$ cat src/atgy_pkg.sv
// Package with the constants, types and helper functions of the tilt and yaw block.
`timescale 1ns / 1ps

package atgy_pkg;

    // Datapath widths of the CORDIC unit.
    localparam int DATA_W  = 28;
    localparam int ANGLE_LEN = 24;
    localparam int STEP_W  = 5;

    localparam logic signed [DATA_W-1:0] HALF_PI_Q24  = 28'sd26353589;
    localparam logic signed [16:0]       INV_GAIN_Q16 = 17'sd39797;
    localparam logic signed [27:0]       YAW_SCALE_Q40 = 28'sd78602642;
    localparam logic signed [15:0]       ROLL_LIMIT   = 16'sd25736;
    localparam logic signed [15:0]       PITCH_LIMIT  = 16'sd12868;

    // Working vector of the CORDIC unit with its zero-vector flag.
    typedef struct packed {
        logic signed [DATA_W-1:0] x;
        logic signed [DATA_W-1:0] y;
        logic signed [DATA_W-1:0] z;
        logic                     zero;
    } t_cvec;

    // Arctangent of 2^-i in Q.24 radians, rounded to nearest.
    function automatic logic signed [DATA_W-1:0] atan_q24(input logic [STEP_W-1:0] idx);
        logic signed [DATA_W-1:0] a;
        case (idx)
            5'd0:    a = 28'sd13176795;
            5'd1:    a = 28'sd7778716;
            5'd2:    a = 28'sd4110060;
            5'd3:    a = 28'sd2086331;
            5'd4:    a = 28'sd1047214;
            5'd5:    a = 28'sd524117;
            5'd6:    a = 28'sd262123;
            5'd7:    a = 28'sd131069;
            5'd8:    a = 28'sd65536;
            5'd9:    a = 28'sd32768;
            5'd10:   a = 28'sd16384;
            5'd11:   a = 28'sd8192;
            5'd12:   a = 28'sd4096;
            5'd13:   a = 28'sd2048;
            5'd14:   a = 28'sd1024;
            5'd15:   a = 28'sd512;
            5'd16:   a = 28'sd256;
            5'd17:   a = 28'sd128;
            5'd18:   a = 28'sd64;
            5'd19:   a = 28'sd32;
            5'd20:   a = 28'sd16;
            5'd21:   a = 28'sd8;
            5'd22:   a = 28'sd4;
            5'd23:   a = 28'sd2;
            default: a = '0;
        endcase
        return a;
    endfunction

    // Starting vector: a vector in the left half plane is turned by a quarter turn first.
    function automatic t_cvec cordic_load(input logic signed [DATA_W-1:0] x,
                                          input logic signed [DATA_W-1:0] y);
        t_cvec v;
        v.zero = (x == '0) && (y == '0);
        v.x    = x;
        v.y    = y;
        v.z    = '0;
        if (x < 0) begin
            if (y >= 0) begin
                v.x = y;
                v.y = -x;
                v.z = HALF_PI_Q24;
            end else begin
                v.x = -y;
                v.y = x;
                v.z = -HALF_PI_Q24;
            end
        end
        return v;
    endfunction

    // Converts a Q.24 angle to Q3.13 with rounding and clamps it to +/- lim.
    function automatic logic signed [15:0] angle_q13(input logic signed [DATA_W-1:0] z,
                                                     input logic signed [15:0] lim);
        logic signed [DATA_W:0] s;
        logic signed [17:0]     q;
        logic signed [15:0]     r;
        s = (DATA_W+1)'(z) + 29'sd1024;
        q = s[DATA_W:11];
        if (q > 18'(lim)) begin
            r = lim;
        end else if (q < -18'(lim)) begin
            r = -lim;
        end else begin
            r = q[15:0];
        end
        return r;
    endfunction

endpackage

$ cat src/atgy_ifs.sv
// Channel interfaces for the IMU sample words and the attitude result words.
`timescale 1ns / 1ps

interface atgy_in_if;
    logic               valid;
    logic               ready;
    logic signed [15:0] accel_x;
    logic signed [15:0] accel_y;
    logic signed [15:0] accel_z;
    logic signed [15:0] rate_z;
    logic        [15:0] step_us;

    modport source (output valid, accel_x, accel_y, accel_z, rate_z, step_us,
                    input ready);
    modport sink   (input valid, accel_x, accel_y, accel_z, rate_z, step_us,
                    output ready);
endinterface

interface atgy_out_if;
    logic               valid;
    logic               ready;
    logic signed [15:0] roll;
    logic signed [14:0] pitch;
    logic signed [31:0] yaw;

    modport source (output valid, roll, pitch, yaw, input ready);
    modport sink   (input valid, roll, pitch, yaw, output ready);
endinterface

$ cat src/accel_tilt_gyro_yaw.sv
// Top level of the tilt and yaw block: shared CORDIC unit, sequencer and yaw integrator.
`timescale 1ns / 1ps

// Takes one IMU sample word and returns roll = atan2(ay, az) in radians Q3.13
// and pitch = atan2(-ax, |(ay, az)|) in radians Q2.13, together with a
// saturating Q16.16 yaw that integrates rate_z * pi/180 * step_us. One CORDIC
// vectoring unit does one rotation step per cycle and is used for both angles.
// The sample passes through the roll pass, the gain state, the pitch load
// state, the pitch pass and the output write before the result word is valid.
// The input is not ready during that time and is ready again from the same
// edge that makes the result valid, so a sample is only taken once the one
// before it is finished. A result waiting in the output register does not
// stop the next sample from being accepted and worked on; only when that next
// sample is finished while the earlier word is still unread does it wait in
// its last state, with the input not ready. Yaw is cleared by reset.
module accel_tilt_gyro_yaw #(
    parameter int CORDIC_STEPS = 16
) (
    input  logic      i_clk,
    input  logic      i_rst_n,
    atgy_in_if.sink   i_in,
    atgy_out_if.source o_out
);
    import atgy_pkg::*;

    localparam int STEPS = (CORDIC_STEPS < ANGLE_LEN) ? CORDIC_STEPS : ANGLE_LEN;
    localparam logic [STEP_W-1:0] LAST_STEP = STEP_W'(STEPS - 1);

    localparam logic [2:0] S_IDLE  = 3'd0;
    localparam logic [2:0] S_ROLL  = 3'd1;
    localparam logic [2:0] S_GAIN  = 3'd2;
    localparam logic [2:0] S_PLOAD = 3'd3;
    localparam logic [2:0] S_PITCH = 3'd4;
    localparam logic [2:0] S_DONE  = 3'd5;

    localparam logic signed [59:0] YAW_ROUND = 60'sh80_0000_0000;

    logic [2:0]               r_state;
    logic [STEP_W-1:0]        r_step;
    t_cvec                    r_vec;
    t_cvec                    n_vec;
    logic signed [15:0]       r_ax;
    logic signed [31:0]       r_rate_dt;
    logic signed [44:0]       r_mag_prod;
    logic signed [59:0]       r_yaw_prod;
    logic signed [15:0]       r_roll;
    logic signed [31:0]       r_yaw_acc;
    logic                     r_out_valid;
    logic signed [15:0]       r_out_roll;
    logic signed [14:0]       r_out_pitch;
    logic signed [31:0]       r_out_yaw;

    logic signed [DATA_W-1:0] dx;
    logic signed [DATA_W-1:0] dy;
    logic signed [DATA_W-1:0] ang;
    logic signed [44:0]       mag_round;
    logic signed [DATA_W-1:0] ax_neg;
    logic signed [15:0]       pitch_q13;
    logic signed [59:0]       yaw_sum;
    logic signed [19:0]       yaw_delta;
    logic signed [32:0]       yaw_wide;
    logic signed [31:0]       n_yaw;
    logic                     out_free;

    // One CORDIC vectoring step; a zero vector stays as it is.
    always_comb begin
        dx    = r_vec.y >>> r_step;
        dy    = r_vec.x >>> r_step;
        ang   = atan_q24(r_step);
        n_vec = r_vec;
        if (!r_vec.zero) begin
            if (!r_vec.y[DATA_W-1]) begin
                n_vec.x = r_vec.x + dx;
                n_vec.y = r_vec.y - dy;
                n_vec.z = r_vec.z + ang;
            end else begin
                n_vec.x = r_vec.x - dx;
                n_vec.y = r_vec.y + dy;
                n_vec.z = r_vec.z - ang;
            end
        end
    end

    // Gain-corrected magnitude and the negated x acceleration for the pitch pass.
    assign mag_round = r_mag_prod + 45'sd32768;
    assign ax_neg    = -{{(DATA_W-24){r_ax[15]}}, r_ax, 8'b0};
    assign pitch_q13 = angle_q13(r_vec.z, PITCH_LIMIT);

    // Yaw increment with rounding, then a saturating add.
    always_comb begin
        yaw_sum   = r_yaw_prod + YAW_ROUND;
        yaw_delta = yaw_sum[59:40];
        yaw_wide  = 33'(r_yaw_acc) + 33'(yaw_delta);
        if (yaw_wide[32] != yaw_wide[31]) begin
            n_yaw = yaw_wide[32] ? {1'b1, 31'b0} : {1'b0, {31{1'b1}}};
        end else begin
            n_yaw = yaw_wide[31:0];
        end
    end

    assign out_free = !r_out_valid || o_out.ready;

    // Sequencer and the shared CORDIC registers.
    always_ff @(posedge i_clk) begin
        if (!i_rst_n) begin
            r_state   <= S_IDLE;
            r_step    <= '0;
            r_yaw_acc <= '0;
        end else begin
            case (r_state)
                S_IDLE: begin
                    if (i_in.valid) begin
                        r_vec     <= cordic_load({{(DATA_W-24){i_in.accel_z[15]}},
                                                  i_in.accel_z, 8'b0},
                                                 {{(DATA_W-24){i_in.accel_y[15]}},
                                                  i_in.accel_y, 8'b0});
                        r_ax      <= i_in.accel_x;
                        r_rate_dt <= 32'(i_in.rate_z) * 32'(signed'({1'b0, i_in.step_us}));
                        r_step    <= '0;
                        r_state   <= S_ROLL;
                    end
                end
                S_ROLL: begin
                    r_vec <= n_vec;
                    if (r_step == LAST_STEP) begin
                        r_state <= S_GAIN;
                    end else begin
                        r_step <= r_step + 1'b1;
                    end
                end
                S_GAIN: begin
                    r_roll     <= angle_q13(r_vec.z, ROLL_LIMIT);
                    r_mag_prod <= 45'(r_vec.x) * 45'(INV_GAIN_Q16);
                    r_yaw_prod <= 60'(r_rate_dt) * 60'(YAW_SCALE_Q40);
                    r_state    <= S_PLOAD;
                end
                S_PLOAD: begin
                    r_vec   <= cordic_load(mag_round[DATA_W+15:16], ax_neg);
                    r_step  <= '0;
                    r_state <= S_PITCH;
                end
                S_PITCH: begin
                    r_vec <= n_vec;
                    if (r_step == LAST_STEP) begin
                        r_state <= S_DONE;
                    end else begin
                        r_step <= r_step + 1'b1;
                    end
                end
                S_DONE: begin
                    if (out_free) begin
                        r_yaw_acc <= n_yaw;
                        r_state   <= S_IDLE;
                    end
                end
                default: begin
                    r_state <= S_IDLE;
                end
            endcase
        end
    end

    // Output register: a finished word waits here until the sink takes it.
    always_ff @(posedge i_clk) begin
        if (!i_rst_n) begin
            r_out_valid <= 1'b0;
        end else if (r_state == S_DONE && out_free) begin
            r_out_valid <= 1'b1;
        end else if (o_out.ready) begin
            r_out_valid <= 1'b0;
        end
    end

    always_ff @(posedge i_clk) begin
        if (r_state == S_DONE && out_free) begin
            r_out_roll  <= r_roll;
            r_out_pitch <= pitch_q13[14:0];
            r_out_yaw   <= n_yaw;
        end
    end

    assign i_in.ready  = (r_state == S_IDLE);
    assign o_out.valid = r_out_valid;
    assign o_out.roll  = r_out_roll;
    assign o_out.pitch = r_out_pitch;
    assign o_out.yaw   = r_out_yaw;

endmodule

$ cat src/flat_wrapper.sv
// flat-port wrapper written by rule: the top's interface ports become plain ports
module accel_tilt_gyro_yaw_flat import atgy_pkg::*;
#(
    parameter int CORDIC_STEPS = 16
)
  (i_clk, i_rst_n, i_in_valid, i_in_accel_x, i_in_accel_y, i_in_accel_z, i_in_rate_z, i_in_step_us, i_in_ready, o_out_valid, o_out_roll, o_out_pitch, o_out_yaw, o_out_ready);
  atgy_in_if i_in_i ();
  atgy_out_if o_out_i ();
  input  logic i_clk;
  input  logic i_rst_n;
  input wire logic [$bits(i_in_i.valid)-1:0] i_in_valid;
  input wire logic [$bits(i_in_i.accel_x)-1:0] i_in_accel_x;
  input wire logic [$bits(i_in_i.accel_y)-1:0] i_in_accel_y;
  input wire logic [$bits(i_in_i.accel_z)-1:0] i_in_accel_z;
  input wire logic [$bits(i_in_i.rate_z)-1:0] i_in_rate_z;
  input wire logic [$bits(i_in_i.step_us)-1:0] i_in_step_us;
  output wire logic [$bits(i_in_i.ready)-1:0] i_in_ready;
  output wire logic [$bits(o_out_i.valid)-1:0] o_out_valid;
  output wire logic [$bits(o_out_i.roll)-1:0] o_out_roll;
  output wire logic [$bits(o_out_i.pitch)-1:0] o_out_pitch;
  output wire logic [$bits(o_out_i.yaw)-1:0] o_out_yaw;
  input wire logic [$bits(o_out_i.ready)-1:0] o_out_ready;
  assign i_in_i.valid = i_in_valid;
  assign i_in_i.accel_x = i_in_accel_x;
  assign i_in_i.accel_y = i_in_accel_y;
  assign i_in_i.accel_z = i_in_accel_z;
  assign i_in_i.rate_z = i_in_rate_z;
  assign i_in_i.step_us = i_in_step_us;
  assign i_in_ready = i_in_i.ready;
  assign o_out_valid = o_out_i.valid;
  assign o_out_roll = o_out_i.roll;
  assign o_out_pitch = o_out_i.pitch;
  assign o_out_yaw = o_out_i.yaw;
  assign o_out_i.ready = o_out_ready;
  accel_tilt_gyro_yaw #(.CORDIC_STEPS(CORDIC_STEPS)) u_core (.i_clk(i_clk), .i_rst_n(i_rst_n), .i_in(i_in_i), .o_out(o_out_i));
endmodule
$ cat config.mk
export PLATFORM = sky130hd
export DESIGN_NAME = accel_tilt_gyro_yaw_flat
export DESIGN_NICKNAME = d
export VERILOG_FILES = /design/src/atgy_pkg.sv /design/src/atgy_ifs.sv /design/src/accel_tilt_gyro_yaw.sv /design/src/flat_wrapper.sv
export SDC_FILE = /design/constraint.sdc
export NUM_CORES = 2
export LEC_CHECK = 0
export BUFFER_PORTS_ARGS = -buffer_cell sky130_fd_sc_hd__buf_2
export CAP_MARGIN = 20
export CORE_ASPECT_RATIO = 1.1
export CORE_MARGIN = 2
export CORE_UTILIZATION = 55
export DETAILED_ROUTE_END_ITERATION = 8
export PLACE_DENSITY = 0.72
export SLEW_MARGIN = 20
export SYNTH_ARGS = -nofsm -noshare
export SYNTH_HDL_FRONTEND = slang
export SYNTH_SLANG_ARGS = --single-unit
$ cat constraint.sdc
create_clock -name i_clk -period 18.15 [get_ports i_clk]
set_input_delay 1.815 -clock i_clk [delete_from_list [all_inputs] [get_ports i_clk]]
set_output_delay 1.815 -clock i_clk [all_outputs]
set_load 0.01 [all_outputs]
==> results.yml <==
job:
  cap_violations: 0
clocking:
  h-tree-depth: 2
  hold_buffers: 0
  tritoncts: "built"
  clk_pin_slew_ns: 0.07
  clk_latency_ns: 0.59
  cts.sinks: 327
  post_cts_buffers: 0
  cts_made_buffers: 36
  clockBufferDepth: 3
  cts_resized: 0
  root_buffer: "clkbuf_16"
drt:
  drc: 0
  vias: 45400
  wl_mm: 154
  drtPass1Iterations: 5
  wire_per_inst_um: 20.0
  viasPerCell: 5.89
  drtAntennaViolNets: 0
  drt_iter0_markers: 3949
cells_and_area:
  fin_nets: 7882
  drive_gt1_share_pct: 6.29
  mostFrequentLayoutCells: "inv_1 (1187), fa_1 (752), ha_1 (748)"
  diodes: 0
  finalCoreUtilization_pct: 58.6
  final_common_cell: "inv_1"
  areaGrowthSynthToFinish_pct: 5.56
synthesis:
  synth_mux_area_share_pct: 4.00
  syn_inst: 6265
  synthAdderAreaFrac_pct: 41.6
  async_flop_share_pct: 0
  ys.flop_type: "edfxtp_1"
  yosysTopAreaCellShare_pct: 25.7
  synth-simple-area-share_pct: 11.4
  synth_top_cell_by_area: "fa_1"
  ys_ff_latch: 327
  syn_avg_cell_area_sq_um: 9.36
  seq_area_frac_synth_pct: 15.6
  synth_compound_area_share_pct: 12.6
  syn-cell-area_sq_um: 58600
  synth_top_family_by_area: "adder cells"
  yosys-top-cells-area: "fa_1 (26%), ha_1 (16%), edfxtp_1 (13%)"
  synth_cell_types: 100
  synth_xor_area_share_pct: 5.57
  synthesis.nets: 7849
  yosys_warnings: 0
  synth_edf_count: 262
sta:
  min_period_ns: 7.68
  fmax_mhz: 130
  worstMarginPinSlew_ns: 1.09
  slew_headroom_pct: 27.2
  fin_crit_sh_pct: 42.3
  slew_viol_final: 0
  finalSetupTns_ns: 0
  hold_violations: 0
  rsz0062_at_grt: "false"
  skew_ns: 0.0183
  hold_ws_ns: 0.424
  setup_viol: 0
grt:
  grt_start_max_net_pins: 69
  track_usage_pct: 28.4
  overflow: 0
  grt_pass1_wl_mm: 247
  first_global_vias: 46500
  antenna_found_initial: 1
die:
  start_util_pct: 55.5
  die_h_um: 346
  fp-row-count: 125
  io_pins: 149
  dieWidth_um: 315
  fp.coreArea_sq_um: 106000
  dieArea_sq_um: 109000
setup_path:
  path_cells: "inv_1 > fa_1 > inv_1 > fa_1 > fa_1 > fa_1 > fa_1 > fa_1 > inv_1 > fa_1 > inv_1 > ha_1 > a2111oi_0 > o21ai_0 > nand4_1 > a21oi_1 > o31ai_1 > a31oi_1 > a221oi_1 > o2111ai_1 > a21oi_1 > xnor2_1"
  cp_common_cell: "fa_1"
  cp.required_ns: 18.48
  crit_arrival_ns: 8.01
  critPathKind: "flip-flop to flip-flop"
  crit_fanout: 8
  timing.critical_path.to_type: "flip-flop"
  slowest_delay_ns: 0.64
  critPathLaunchType: "flip-flop"
  slowest_stage: "edfxtp_1"
hold_path:
  hold_class: "flip-flop to flip-flop"
placement:
  dp.final_hpwl_mm: 126
  place.gp.congestion: 1.01
  port_buffers: 148
run_status:
  status: "finished clean"
[layer usage]
metal / up-vias / wire length [um] / GRT usage (%) / part of all wire [%]
met3: 331 / 10500 / 3.19 / 6.8
met1: 22300 / 64000 / 37.8 / 41
li1: 21100 / - / - / -
met2: 1693 / 73900 / 48.0 / 48
met4: 2 / 5900 / 10.1 / 3.8
met5: - / 13 / 0 / 0.0084
[flip-flops by register name, indices dropped and copies added, names as in the netlist, 3 cells and up]
register	cells
u_core.r_rate_dt	32
u_core.ang	24
u_core.r_yaw_prod	21
u_core.r_ax	16
u_core.r_step	5
u_core.r_vec	84
u_core.r_state	3
u_core.o_out.yaw	32
u_core.o_out.pitch	15
u_core.r_mag_prod	29
u_core.r_roll	16
u_core.o_out.roll	16
u_core.r_yaw_acc	32
[through the flow]
stage	instance area, sq um	setup WS (ns)	instances
after floorplan	58600	10.58	6265
after global routing	61900	10.0	7720
after CTS	61900	10.42	7719
after global placement	60600	10.30	7656
final	61900	10.47	7720
after detailed placement	60600	10.19	7656
[synth_stat cells, types with 13 or more instances]
master,instances
a211o_1,16
a211oi_1,50
a21boi_0,15
a21o_1,80
a21oi_1,320
a221oi_1,16
a31oi_1,57
and2_1,136
and3_1,37
buf_1,13
buf_2,25
buf_4,13
clkbuf_1,139
dfxtp_1,65
edfxtp_1,262
fa_1,752
ha_1,748
inv_1,1187
mux2_2,21
mux2i_1,54
mux4_2,65
nand2_1,438
nand2b_1,60
nand3_1,76
nand4_1,38
nor2_1,325
nor2b_1,43
nor3_1,111
nor4_1,26
o211ai_1,30
o21a_1,45
o21ai_0,235
o21bai_1,29
o221ai_1,14
o22ai_1,42
o31a_1,13
o31ai_1,29
or3_1,28
xnor2_1,241
xor2_1,132
[path summary, 6_finish.rpt]
kind | startpoint | to | slack [ns] | cells after the start
worst min register to register | u_core.r_roll[10] | u_core.o_out.roll[10] | 0.42 | 0
worst max-delay path | u_core.r_rate_dt[17] | u_core.r_yaw_prod[59] | 10.47 | 22
worst min-delay path | u_core.r_roll[10] | u_core.o_out.roll[10] | 0.42 | 0
worst max register to register | u_core.r_rate_dt[17] | u_core.r_yaw_prod[59] | 10.47 | 22
[critical path: cells and delay by family (launching register included)]
family | cells | cell delay, ns
flops | 1 | 0.64
compound gates | 8 | 2.32
fa+ha+maj | 8 | 3.78
buf+inv | 4 | 0.42
xor+xnor | 1 | 0.08
simple gates | 1 | 0.17
[cell families after synthesis]
kind of cell             after synthesis
multiplexers                         144
XOR/XNOR                             373
buffers and inverters               1391
AND/OR/NAND/NOR                     1388
flip-flops                           327
adder cells (fa/ha/maj)             1500
AO/OA/AOI/OAI                       1142
[cell type report]
| class | count | area (sq um) |
|---|---|---|
| Multi-Input combinational cell | 4547 | 44200 |
| Fill cell | 9257 | 43800 |
| Sequential cell | 327 | 9180 |
| Inverter | 1193 | 4480 |
| Tap cell | 1397 | 1750 |
| Timing Repair Buffer | 193 | 1080 |
| Clock buffer | 41 | 962 |
| Clock inverter | 22 | 314 |
Power is not shown: default switching activity piles up to over one toggle a cycle in this logic, so the estimate is an artifact.
